--- src/rtl/core/assert_macros.svh ---
// Assertion macros shared by the deframer RTL.
`ifndef ASSERT_MACROS_SVH
`define ASSERT_MACROS_SVH

// Check that a condition holds at every clock edge out of reset.
`define ASSERT_HOLDS(lbl, cond) \
    lbl: assert property (@(posedge clk) disable iff (!rst_n) (cond)) \
        else $error("assertion failed");

// Check that a condition implies another in the same cycle.
`define ASSERT_IMPLIES(lbl, ante, cons) \
    lbl: assert property (@(posedge clk) disable iff (!rst_n) (ante) |-> (cons)) \
        else $error("assertion failed");

`endif

--- src/rtl/core/lpfd_pkg.sv ---
// Types, constants and helper functions for the length-prefixed float deframer.
`timescale 1ns / 1ps

package lpfd_pkg;

    localparam int unsigned HEADER_BYTES      = 4;
    localparam int unsigned WORD_BYTES        = 4;
    localparam int unsigned LEN_W             = 25;
    localparam logic [LEN_W-1:0] MAX_PAYLOAD_RESET = 25'd16777216;

    // Frame phases: header and payload of each of the two waves.
    typedef enum logic [1:0] {
        PH_HDR0 = 2'd0,
        PH_PAY0 = 2'd1,
        PH_HDR1 = 2'd2,
        PH_PAY1 = 2'd3
    } phase_t;

    // Word byte orders.
    typedef enum logic [1:0] {
        ENC_LE   = 2'd0,
        ENC_BE   = 2'd1,
        ENC_SWAP = 2'd2,
        ENC_RSVD = 2'd3
    } enc_t;

    // Configuration register indexes.
    typedef enum logic [1:0] {
        CFG_HEADER_ORDER = 2'd0,
        CFG_WORD_ENC     = 2'd1,
        CFG_MAX_PAYLOAD  = 2'd2,
        CFG_UNUSED       = 2'd3
    } cfg_idx_t;

    typedef struct packed {
        logic             header_order;
        logic [1:0]       word_encoding;
        logic [LEN_W-1:0] max_payload_bytes;
    } cfg_t;

    typedef struct packed {
        phase_t           phase;
        logic [23:0]      header_window;
        logic [1:0]       header_fill;
        logic [LEN_W-1:0] payload_left;
        logic [23:0]      word_bytes;
        logic [1:0]       word_fill;
        logic [31:0]      frame_counter;
    } state_t;

    typedef struct packed {
        logic        valid;
        logic        kind;
        logic        wave_id;
        logic [31:0] sample_bits;
        logic        last_of_payload;
        logic [31:0] frames_done;
    } result_t;

    // Reverse the byte order of a 32-bit word.
    function automatic logic [31:0] swap_bytes(input logic [31:0] v);
        return {v[7:0], v[15:8], v[23:16], v[31:24]};
    endfunction

    // Assemble a sample from four bytes held oldest-first in the top byte.
    function automatic logic [31:0] assemble_word(input logic [31:0] w, input logic [1:0] enc);
        logic [31:0] r;
        case (enc)
            ENC_BE:   r = w;
            ENC_SWAP: r = {w[15:8], w[7:0], w[23:16], w[31:24]};
            default:  r = {w[7:0], w[15:8], w[23:16], w[31:24]};
        endcase
        return r;
    endfunction

endpackage

--- src/rtl/core/lpfd_step.sv ---
// Per-byte next-state and result logic of the deframer.
`timescale 1ns / 1ps

module lpfd_step
(
    input  lpfd_pkg::state_t  cur,
    input  lpfd_pkg::cfg_t    cfg,
    input  logic [7:0]        data_byte,
    output lpfd_pkg::state_t  nxt,
    output lpfd_pkg::result_t res
);
    import lpfd_pkg::*;

    logic [31:0]      hdr_win;
    logic [31:0]      hdr_len;
    logic             hdr_ok;
    logic [LEN_W-1:0] left_dec;
    logic             last;
    logic [31:0]      frames_inc;

    assign hdr_win    = {cur.header_window, data_byte};
    assign hdr_len    = cfg.header_order ? hdr_win : swap_bytes(hdr_win);
    assign hdr_ok     = (hdr_len != 32'd0) && !hdr_len[31]
                        && (hdr_len <= {7'd0, cfg.max_payload_bytes})
                        && (hdr_len[1:0] == 2'b00);
    assign left_dec   = (cur.payload_left != '0) ? cur.payload_left - 1'b1 : cur.payload_left;
    assign last       = (left_dec == '0);
    assign frames_inc = cur.frame_counter + 32'd1;

    always_comb
    begin
        nxt = cur;
        res = '0;
        res.wave_id     = cur.phase[1];
        res.frames_done = cur.frame_counter;
        if (!cur.phase[0])
        begin
            // Header: shift the byte into the window, check once four are in
            nxt.header_window = hdr_win[23:0];
            if (cur.header_fill != 2'(HEADER_BYTES - 1))
            begin
                nxt.header_fill = cur.header_fill + 2'd1;
            end
            else if (hdr_ok)
            begin
                nxt.payload_left  = hdr_len[LEN_W-1:0];
                nxt.header_fill   = 2'd0;
                nxt.header_window = '0;
                nxt.word_fill     = 2'd0;
                nxt.word_bytes    = '0;
                nxt.phase         = phase_t'(cur.phase + 2'd1);
            end
            else
            begin
                // Drop the oldest byte and report it
                res.valid       = 1'b1;
                res.kind        = 1'b1;
                res.sample_bits = {24'd0, hdr_win[31:24]};
            end
        end
        else
        begin
            // Payload: collect bytes, emit each complete word
            nxt.payload_left = left_dec;
            if (cur.word_fill != 2'(WORD_BYTES - 1))
            begin
                nxt.word_bytes = {cur.word_bytes[15:0], data_byte};
                nxt.word_fill  = cur.word_fill + 2'd1;
            end
            else
            begin
                nxt.word_fill  = 2'd0;
                nxt.word_bytes = '0;
                res.valid           = 1'b1;
                res.sample_bits     = assemble_word({cur.word_bytes, data_byte},
                                                    cfg.word_encoding);
                res.last_of_payload = last;
                if (last)
                begin
                    if (cur.phase == PH_PAY1)
                    begin
                        nxt.frame_counter = frames_inc;
                        nxt.phase         = PH_HDR0;
                        res.frames_done   = frames_inc;
                    end
                    else
                    begin
                        nxt.phase = PH_HDR1;
                    end
                end
            end
        end
    end

endmodule

--- src/rtl/core/length_prefixed_float_deframer.sv ---
// Top level of the length-prefixed float deframer.
//
//  channel  dir  payload
//  s_*      in   tdata[7:0] stream_byte
//  m_*      out  tdata[31:0] sample_bits, [63:32] frames_done; tuser kind, wave_id; tlast
//  cfg_*    in   index 0 header_order, 1 word_encoding, 2 max_payload_bytes
//
// One byte per clock while s_tready is high: each byte updates the decoder state in
// the cycle it is accepted; its result, if any, enters the output or skid register.
// A one-entry skid register behind the output keeps s_tready a pure register;
// while the output is held, bytes keep flowing until one more result is taken.
// rst_n clears the decoder state and both output stages and resets the config fields.
`timescale 1ns / 1ps
`include "assert_macros.svh"

module length_prefixed_float_deframer
(
    input  logic        clk,
    input  logic        rst_n,
    input  logic        s_tvalid,
    output logic        s_tready,
    input  logic [7:0]  s_tdata,   // [7:0] stream_byte
    output logic        m_tvalid,
    input  logic        m_tready,
    output logic [63:0] m_tdata,   // [31:0] sample_bits, [63:32] frames_done
    output logic [1:0]  m_tuser,   // [0] kind, [1] wave_id
    output logic        m_tlast,
    input  logic        cfg_we,
    input  logic [1:0]  cfg_index,
    input  logic [24:0] cfg_data
);
    import lpfd_pkg::*;

    cfg_t    cfg_reg;
    state_t  state_reg;
    state_t  state_next;
    result_t step_res;
    result_t take_res;
    result_t out_reg;
    result_t skid_reg;
    logic    accept;
    logic    out_free;

    assign s_tready = !skid_reg.valid;
    assign accept   = s_tvalid && s_tready;
    assign out_free = !out_reg.valid || m_tready;

    lpfd_step u_step
    (
        .cur       (state_reg),
        .cfg       (cfg_reg),
        .data_byte (s_tdata),
        .nxt       (state_next),
        .res       (step_res)
    );

    // Gate the step result with the input handshake
    always_comb
    begin
        take_res       = step_res;
        take_res.valid = accept && step_res.valid;
    end

    // Configuration registers
    always_ff @(posedge clk or negedge rst_n)
    begin
        if (!rst_n)
        begin
            cfg_reg.header_order      <= 1'b0;
            cfg_reg.word_encoding     <= ENC_LE;
            cfg_reg.max_payload_bytes <= MAX_PAYLOAD_RESET;
        end
        else if (cfg_we)
        begin
            case (cfg_idx_t'(cfg_index))
                CFG_HEADER_ORDER: cfg_reg.header_order      <= cfg_data[0];
                CFG_WORD_ENC:     cfg_reg.word_encoding     <= cfg_data[1:0];
                CFG_MAX_PAYLOAD:  cfg_reg.max_payload_bytes <= cfg_data;
                default:          ;
            endcase
        end
    end

    // Decoder state: advance on every accepted byte
    always_ff @(posedge clk or negedge rst_n)
    begin
        if (!rst_n)
        begin
            state_reg <= '{phase: PH_HDR0, default: '0};
        end
        else if (accept)
        begin
            state_reg <= state_next;
        end
    end

    // Output register and skid register
    always_ff @(posedge clk or negedge rst_n)
    begin
        if (!rst_n)
        begin
            out_reg  <= '0;
            skid_reg <= '0;
        end
        else if (out_free)
        begin
            if (skid_reg.valid)
            begin
                out_reg        <= skid_reg;
                skid_reg.valid <= 1'b0;
            end
            else
            begin
                out_reg <= take_res;
            end
        end
        else if (accept && step_res.valid)
        begin
            skid_reg <= step_res;
        end
    end

    assign m_tvalid = out_reg.valid;
    assign m_tdata  = {out_reg.frames_done, out_reg.sample_bits};
    assign m_tuser  = {out_reg.wave_id, out_reg.kind};
    assign m_tlast  = out_reg.last_of_payload;

    // Skid stage only fills behind a held output transaction
    `ASSERT_IMPLIES(a_skid_behind_out, skid_reg.valid, out_reg.valid)
    // A skipped byte never closes a payload
    `ASSERT_IMPLIES(a_skip_not_last, out_reg.valid && out_reg.kind, !out_reg.last_of_payload)
    // Bytes left and word fill stay aligned to whole words during a payload
    `ASSERT_IMPLIES(a_word_align, state_reg.phase[0],
                    (state_reg.payload_left[1:0] + state_reg.word_fill) == 2'd0)

endmodule
--- config.mk ---
export PLATFORM = sky130hd
export DESIGN_NAME = length_prefixed_float_deframer
export DESIGN_NICKNAME = d
export VERILOG_FILES = /design/src/rtl/core/lpfd_pkg.sv /design/src/rtl/core/lpfd_step.sv /design/src/rtl/core/length_prefixed_float_deframer.sv
export VERILOG_INCLUDE_DIRS = /design/src /design/src/rtl/core
export SDC_FILE = /design/constraint.sdc
export NUM_CORES = 1
export LEC_CHECK = 0
export ABC_AREA = 1
export BUFFER_PORTS_ARGS = -buffer_cell sky130_fd_sc_hd__clkbuf_2
export CORE_ASPECT_RATIO = 1.2
export CORE_MARGIN = 2
export CORE_UTILIZATION = 60
export CTS_CLUSTER_SIZE = 30
export DETAILED_ROUTE_END_ITERATION = 7
export PLACE_DENSITY = 0.79
export SYNTH_ARGS = -nofsm -noshare
export SYNTH_HDL_FRONTEND = slang
export SYNTH_HIERARCHICAL = 1
export SYNTH_SLANG_ARGS = --single-unit
--- constraint.sdc ---
create_clock -name clk -period 3.9 [get_ports clk]
set_clock_uncertainty 0.05 [all_clocks]
set_input_delay 0.585 -clock clk [delete_from_list [all_inputs] [get_ports clk]]
set_output_delay 0.585 -clock clk [all_outputs]
set_load 0.1 [all_outputs]
# After elaboration in Yosys (flattened, before gate mapping)

Index checks and enable logic that the tools add are counted.

Add/sub/neg operators: 5
Multipliers: 0
Divide/modulo/power cells: 0
Magnitude comparators: 1
Equal/unequal tests: 10
Shift-type cells: 0
Muxes and demuxes: 28
Bitwise operators: 3
Reduce and logical (&&, ||, !) cells: 26

Operator list:

| cell                                                                  | number |
|---|---|
| 32-bit 2-to-1 mux                                                     | 5 |
| 68-bit 2-to-1 mux                                                     | 2 |
| 51-bit 2-to-1 mux                                                     | 2 |
| 79-bit 2-to-1 mux                                                     | 1 |
| 65-bit 2-to-1 mux                                                     | 1 |
| 32-bit one-hot mux with 2 select lines                                | 1 |
| 26-bit 2-to-1 mux                                                     | 2 |
| 33-bit 2-to-1 mux                                                     | 1 |
| 32-bit by 1-bit adder with 32-bit output (second input constant)      | 1 |
| 32-bit by 25-bit less-or-equal comparator with 1-bit output           | 1 |
| 32-bit nonzero test                                                   | 1 |
| 25-bit logical NOT                                                    | 1 |
| 25-bit 2-to-1 mux                                                     | 1 |
| 25-bit nonzero test                                                   | 1 |
| 25-bit by 1-bit subtractor with 25-bit output (second input constant) | 1 |
| 2-bit 2-to-1 mux                                                      | 7 |
| 2-bit AND reduction                                                   | 5 |
| 3-bit AND reduction                                                   | 3 |
| 8-bit 2-to-1 mux                                                      | 1 |
| 2-bit != test (second input constant)                                 | 4 |
| 2-bit by 1-bit adder with 2-bit output (second input constant)        | 3 |
| 2-bit == test (second input constant)                                 | 3 |
| 2-bit nonzero test                                                    | 3 |
| 1-bit logical AND                                                     | 5 |
| other kinds (8)                                                       | 17 |

Bits in registers: 275
Bits in latches: 0
Memory bits (writable): 0
Bits in read-only memories: 0
Input bits: 40
Output and inout port bits: 69
Word-level logic and storage cells: 96
Memories kept: 0

# Longest topological paths before layout

Depth in word-level cells: 11
Depth in mapped cells: 24
Mapped depth without buffers: 21

# Modules after synthesis

Netlist, hierarchy kept.

Modules (own cells, without submodules):

| module                         | times used | cells an instance | area an instance (µm²) | seq. area each (µm²) |
|---|---|---|---|---|
| length_prefixed_float_deframer | 1          | 1331              | 11547.3                | 6882.9 |
| lpfd_step                      | 1          | 1058              | 5358.9                 | 0.0 |

# Worst setup path before layout

Ideal clock, no wire load.

Path type: register to register
Start: reg cfg_reg[27] in the netlist's numbering
End: reg skid_reg[56] in the netlist's numbering
Library setup time: 0.121 ns
Arrival time: 3.083 ns
Required time: 3.729 ns
Setup slack: 0.645 ns
Stages on the path, launching flop included: 21
Buffers on the path: 4
Period minus slack after synthesis: 3.255 ns
Cells stage by stage: dfrtp_1 > buf_2 > buf_2 > o21ai_0 > inv_1 > ha_1 > nand4_1 > nor3_1 > inv_1 > o21ai_0 > nand2_1 > nand2_1 > nand2_2 > nand2_1 > nand3_1 > nand2_1 > nand3_4 > buf_4 > buf_2 > o21bai_1 > nand2_1

RTL lines:

| item                 | RTL line                              | RTL |
|---|---|---|
| from (decl)          | length_prefixed_float_deframer.sv:34  | `cfg_t cfg_reg;` |
| to (signal assigned) | length_prefixed_float_deframer.sv:119 | `skid_reg <= step_res;` |
| to (decl)            | length_prefixed_float_deframer.sv:40  | `result_t skid_reg;` |

# Worst setup path in the final report

Start: reg state_reg[58] in the netlist's numbering
End: reg out_reg (netlist bit m_tdata[52])

Cells in the longest elaborated chain, start to end: 7
Elaborated cells between the ends (all ways): 8
Classes of those cells: add/sub (1); mux (5); reduce/logical (2)

RTL lines:

| item                                                                                        | RTL line                              | RTL |
|---|---|---|
| from (decl)                                                                                 | length_prefixed_float_deframer.sv:35  | `state_t state_reg;` |
| from (signal assigned)                                                                      | length_prefixed_float_deframer.sv:93  | `state_reg <= state_next;` |
| 25-bit by 1-bit subtractor with 25-bit output / 25-bit nonzero test (equally long branches) | lpfd_step.sv:26                       | `assign left_dec = (cur.payload_left != '0) ? cur.payload_left - 1'b1 : cur.payload_left;` |
| 25-bit 2-to-1 mux *                                                                         | lpfd_step.sv:26                       |  |
| 25-bit logical NOT *                                                                        | lpfd_step.sv:27                       | `assign last = (left_dec == '0);` |
| 32-bit 2-to-1 mux *                                                                         | lpfd_step.sv:78                       | `if (last)` |
| 65-bit 2-to-1 mux *                                                                         | lpfd_step.sv:65                       | `if (cur.word_fill != 2'(WORD_BYTES - 1))` |
| 33-bit 2-to-1 mux *                                                                         | lpfd_step.sv:36                       | `if (!cur.phase[0])` |
| 68-bit 2-to-1 mux *                                                                         | length_prefixed_float_deframer.sv:107 | `if (skid_reg.valid)` |
| to (signal assigned)                                                                        | length_prefixed_float_deframer.sv:109 | `out_reg <= skid_reg;` |
| to (signal assigned)                                                                        | length_prefixed_float_deframer.sv:114 | `out_reg <= take_res;` |
| to (decl)                                                                                   | length_prefixed_float_deframer.sv:39  | `result_t out_reg;` |

Every way passes the cells marked *; elsewhere a longest branch is shown, timed or not.
A chain may end at the register's enable or synchronous reset.

==> metrics.log <==
[metrics] highest-count cells in the layout ignoring fill and taps: sky130_fd_sc_hd__nand2_1 (779), sky130_fd_sc_hd__inv_1 (289), sky130_fd_sc_hd__dfrtp_1 (273)
[metrics] final net count: 2480
[metrics] starting density of the core: 60.74%
[metrics] pre-CTS setup slack: 0.03090 ns
[metrics] leakage power summed over all cells: 0.009415 uW
[metrics] synthesized netlist net count: 2461
[metrics] routed length per placed instance: 16.41 um
[metrics] post-route setup TNS: 0 ns
[metrics] power density cells: 682.2 mW/mm2
[metrics] number of instances in the synthesized netlist: 2389
[metrics] post-route fraction of the period consumed by the critical path: between 90% and 100%
[metrics] slew at the pin closest to its max-slew limit: between 1 and 1.5 ns
[metrics] root buffer selected by CTS: sky130_fd_sc_hd__clkbuf_16
[metrics] critical path data required time: 4.32 ns
[metrics] Layout Area Growth over Synthesis: 9.710%
[metrics] number of hold violations in the final report: 0
[metrics] maximum vdd drop: around 0.45 mV
[metrics] number of design-rule violations left by the first detailed-router iteration: 1673
[metrics] post-route total power: roughly 13000 uW
[metrics] post-detailed-route count of antenna-violating nets: 0
[metrics] post-synthesis sequential element count: 275
[metrics] Placed Instances: 2756
[metrics] maximum fanout along the worst path: 26
[metrics] non-filler cells, final: 2809
[metrics] clock transition at the registers of the reported paths: 0.06 ns
[metrics] worst r2r src: state_reg[58]$_DFFE_PN0N_
[metrics] fill cell count: between 2000 and 2500
[metrics] Final Max Slew Viols: 0
[metrics] average cell area after synthesis: ~7 um2
[metrics] via count: 15990
[metrics] run status: complete, no violations
[metrics] number of warnings reported in the yosys synthesis log: 6
[metrics] arrival time at the worst endpoint: between 4 and 5 ns
[metrics] number of clock sinks seen by CTS: between 200 and 300
[metrics] number of buffers inserted by hold repair at cts: 0
[metrics] ranking of synthesized cells by area: sky130_fd_sc_hd__dfrtp_1 (41%), sky130_fd_sc_hd__nand2_1 (17%), sky130_fd_sc_hd__inv_1 (6.4%), sky130_fd_sc_hd__o21ai_0 (6.1%), sky130_fd_sc_hd__nand3_1 (6.0%)
[metrics] fraction of final layout cells sized beyond drive strength 1: 10.21%
[metrics] maximum capacitance violations: 0
[metrics] Remaining DRCs: 0
[metrics] sum of routed wire length over all layers: 46110 um
[metrics] std cell rows: 67
[metrics] Final GP Congestion: between 0.9 and 1
[metrics] number of buffer cells added on primary ports: roughly 110
[metrics] proportion of netlist area held by the largest area contributor: between 40% and 50%
[metrics] final setup vio count: 0
[metrics] critical path class: reg -> reg
[metrics] global-route congestion overflow total: 0
[metrics] area of the mapped netlist: 0.01691 mm2
[metrics] Die W: approximately 160 um
[metrics] via count of the first global-routing pass: 15190
[metrics] final period demand of the worst path: 3.657 ns
[metrics] ant diodes: 0
[metrics] type of origin of the critical path: flop
[metrics] largest net degree at the start of global routing: 135
[metrics] global-route wire length before repair: 76600 um
[metrics] GRT Total Usage: 31.52%
[metrics] total CTS buffers: 29
[metrics] number of search-and-repair iterations in the first detailed-routing pass: 6
[metrics] Post CTS Setup Buffer Count: 0
[metrics] Detailed Place HPWL: 30760 um
[metrics] Reg2Reg Depth: 18
[metrics] capture instance of the worst register-to-register path: m_tdata[52]$_DFFE_PN0P_
[metrics] endpoint kind of the worst setup timing path: flop
[metrics] fmax: 0.2734 GHz
[metrics] RSZ-0062 raised after global routing: no
[metrics] antenna violations before repair: 0
[metrics] tightest hold margin: 0.06916 ns
[metrics] leading cell type in the layout, fill and taps excluded: sky130_fd_sc_hd__nand2_1
[metrics] final critical-path setup slack: 0.2428 ns
[metrics] r2r setup slk: 0.24 ns
[metrics] Chip Height: 187.9 um
[metrics] core region area: 0.02783 mm2
[metrics] flip-flop count of the largest register, all copies and words added: around 110
[metrics] CTS tree: yes
[metrics] post-synth cell types: approximately 40
[metrics] hold crit path type: in -> async
[metrics] largest area contributor in the netlist: sky130_fd_sc_hd__dfrtp_1
[metrics] Max H-tree Level: 1
[metrics] worst slew slack as a fraction of its limit: 24.48%
[metrics] ratio of routed vias to standard cells: 5.693
[metrics] sequential element share of the synthesized area: 40.71%
[metrics] Top-Level Pins: roughly 110
[metrics] Die ar.: 0.02954 mm2
[metrics] clk_lat worst skew: approximately 0.56 ns
[metrics] worst-case clock buffer depth: 3
[synthesized netlist by cell type, drive strengths merged]
cell    count
nor3       12
xor2       17
a22oi      16
buf        99
o21ai     225
or3b        1
clkinv      1
or2         2
nand3b      5
o21a       10
nand2b      1
nand3     204
o21bai     68
o22ai      49
a21oi      18
dfrtp     274
a221oi     16
nor2      109
nor4        7
nand2     785
inv       293
a31oi       1
a211oi     16
ha         32
o31ai       1
nand4      51
dfstp       1
clkbuf     74
xnor2       1
[critical path: stages, from the launching register on]
cell and delay (ns):
sky130_fd_sc_hd__dfrtp_1 0.41, sky130_fd_sc_hd__inv_1 0.17, sky130_fd_sc_hd__ha_2 0.31, sky130_fd_sc_hd__nand2_2 0.19, sky130_fd_sc_hd__nor2_4 0.17, sky130_fd_sc_hd__nand2_2 0.08, sky130_fd_sc_hd__nor2_4 0.19, sky130_fd_sc_hd__inv_4 0.15
sky130_fd_sc_hd__nand2_1 0.12, sky130_fd_sc_hd__nand2_1 0.06, sky130_fd_sc_hd__nor2_1 0.22, sky130_fd_sc_hd__nand2_1 0.10, sky130_fd_sc_hd__nor2_1 0.15, sky130_fd_sc_hd__nand3_2 0.08, sky130_fd_sc_hd__buf_4 0.23, sky130_fd_sc_hd__nor2_1 0.23
sky130_fd_sc_hd__xor2_1 0.26, sky130_fd_sc_hd__o21ai_0 0.17, sky130_fd_sc_hd__o21ai_0 0.21
[where the power goes]
group          internal [uW]  leakage (uW)  total, uW  switching [uW]
Clock                   1660      0.000467       2840            1180
Combinational           1840       0.00545       6030            4190
Sequential              3440       0.00350       3790             346
[per-layer routing]
metal | vias to the layer above | GRT usage (%) | routed length (um)
li1 | 7732 | - | -
met2 | 672 | 50.79 | 21470
met3 | 117 | 3.212 | 3099
met5 | - | 0 | 0
met4 | 0 | 11.61 | 1725
met1 | 7472 | 44.13 | 19810
[metrics by stage]
step / utilization [%] / area [um2]
2_1_floorplan: - / 16910
3_3_place_gp: 63.05 / 17550
3_5_place_dp: 63.05 / 17550
4_1_cts: 66.55 / 18520
5_1_grt: 66.64 / 18550
6_report: 66.64 / 18550
[timing repair]
item / CTS / global route
resized for setup: 1 / 14
setup endpoints to repair: 1 / 91
gates cloned: 0 / 0
[worst max path at each step]
stage	from	to	slack [ns]
2_1_floorplan	cfg_reg[27]$_DFFE_PN0P_	skid_reg[56]$_DFFE_PN0P_	0.65
3_3_place_gp	state_reg[58]$_DFFE_PN0N_	m_tdata[52]$_DFFE_PN0P_	0.13
3_5_place_dp	state_reg[58]$_DFFE_PN0N_	m_tdata[54]$_DFFE_PN0P_	0.03
4_1_cts	state_reg[58]$_DFFE_PN0N_	m_tdata[54]$_DFFE_PN0P_	0.09
5_1_grt	state_reg[58]$_DFFE_PN0N_	m_tdata[52]$_DFFE_PN0P_	0.006
6_report	state_reg[58]$_DFFE_PN0N_	m_tdata[52]$_DFFE_PN0P_	0.24
[cells by family after synthesis]
kind of cell | after synthesis | share of synthesized area [%]
AO/OA/AOI/OAI | 420 | 14.82
XOR/XNOR | 18 | 0.9325
adder cells (fa/ha/maj) | 32 | 2.368
buffers and inverters | 467 | 11.77
flip-flops | 275 | 40.71
AND/OR/NAND/NOR | 1177 | 29.40
[layout make-up]
class	count	area, um2	area share [%]
flip-flops and latches	275	6887	37.13
inverters	294	1114	6.004
clock inverters	13	153.9	0.8297
well taps	379	474.2	2.557
repair buffers	161	1039	5.599
multi-input cells	1647	8064	43.48
clock buffers	40	817.0	4.405
(Power assumes the default switching activity.)
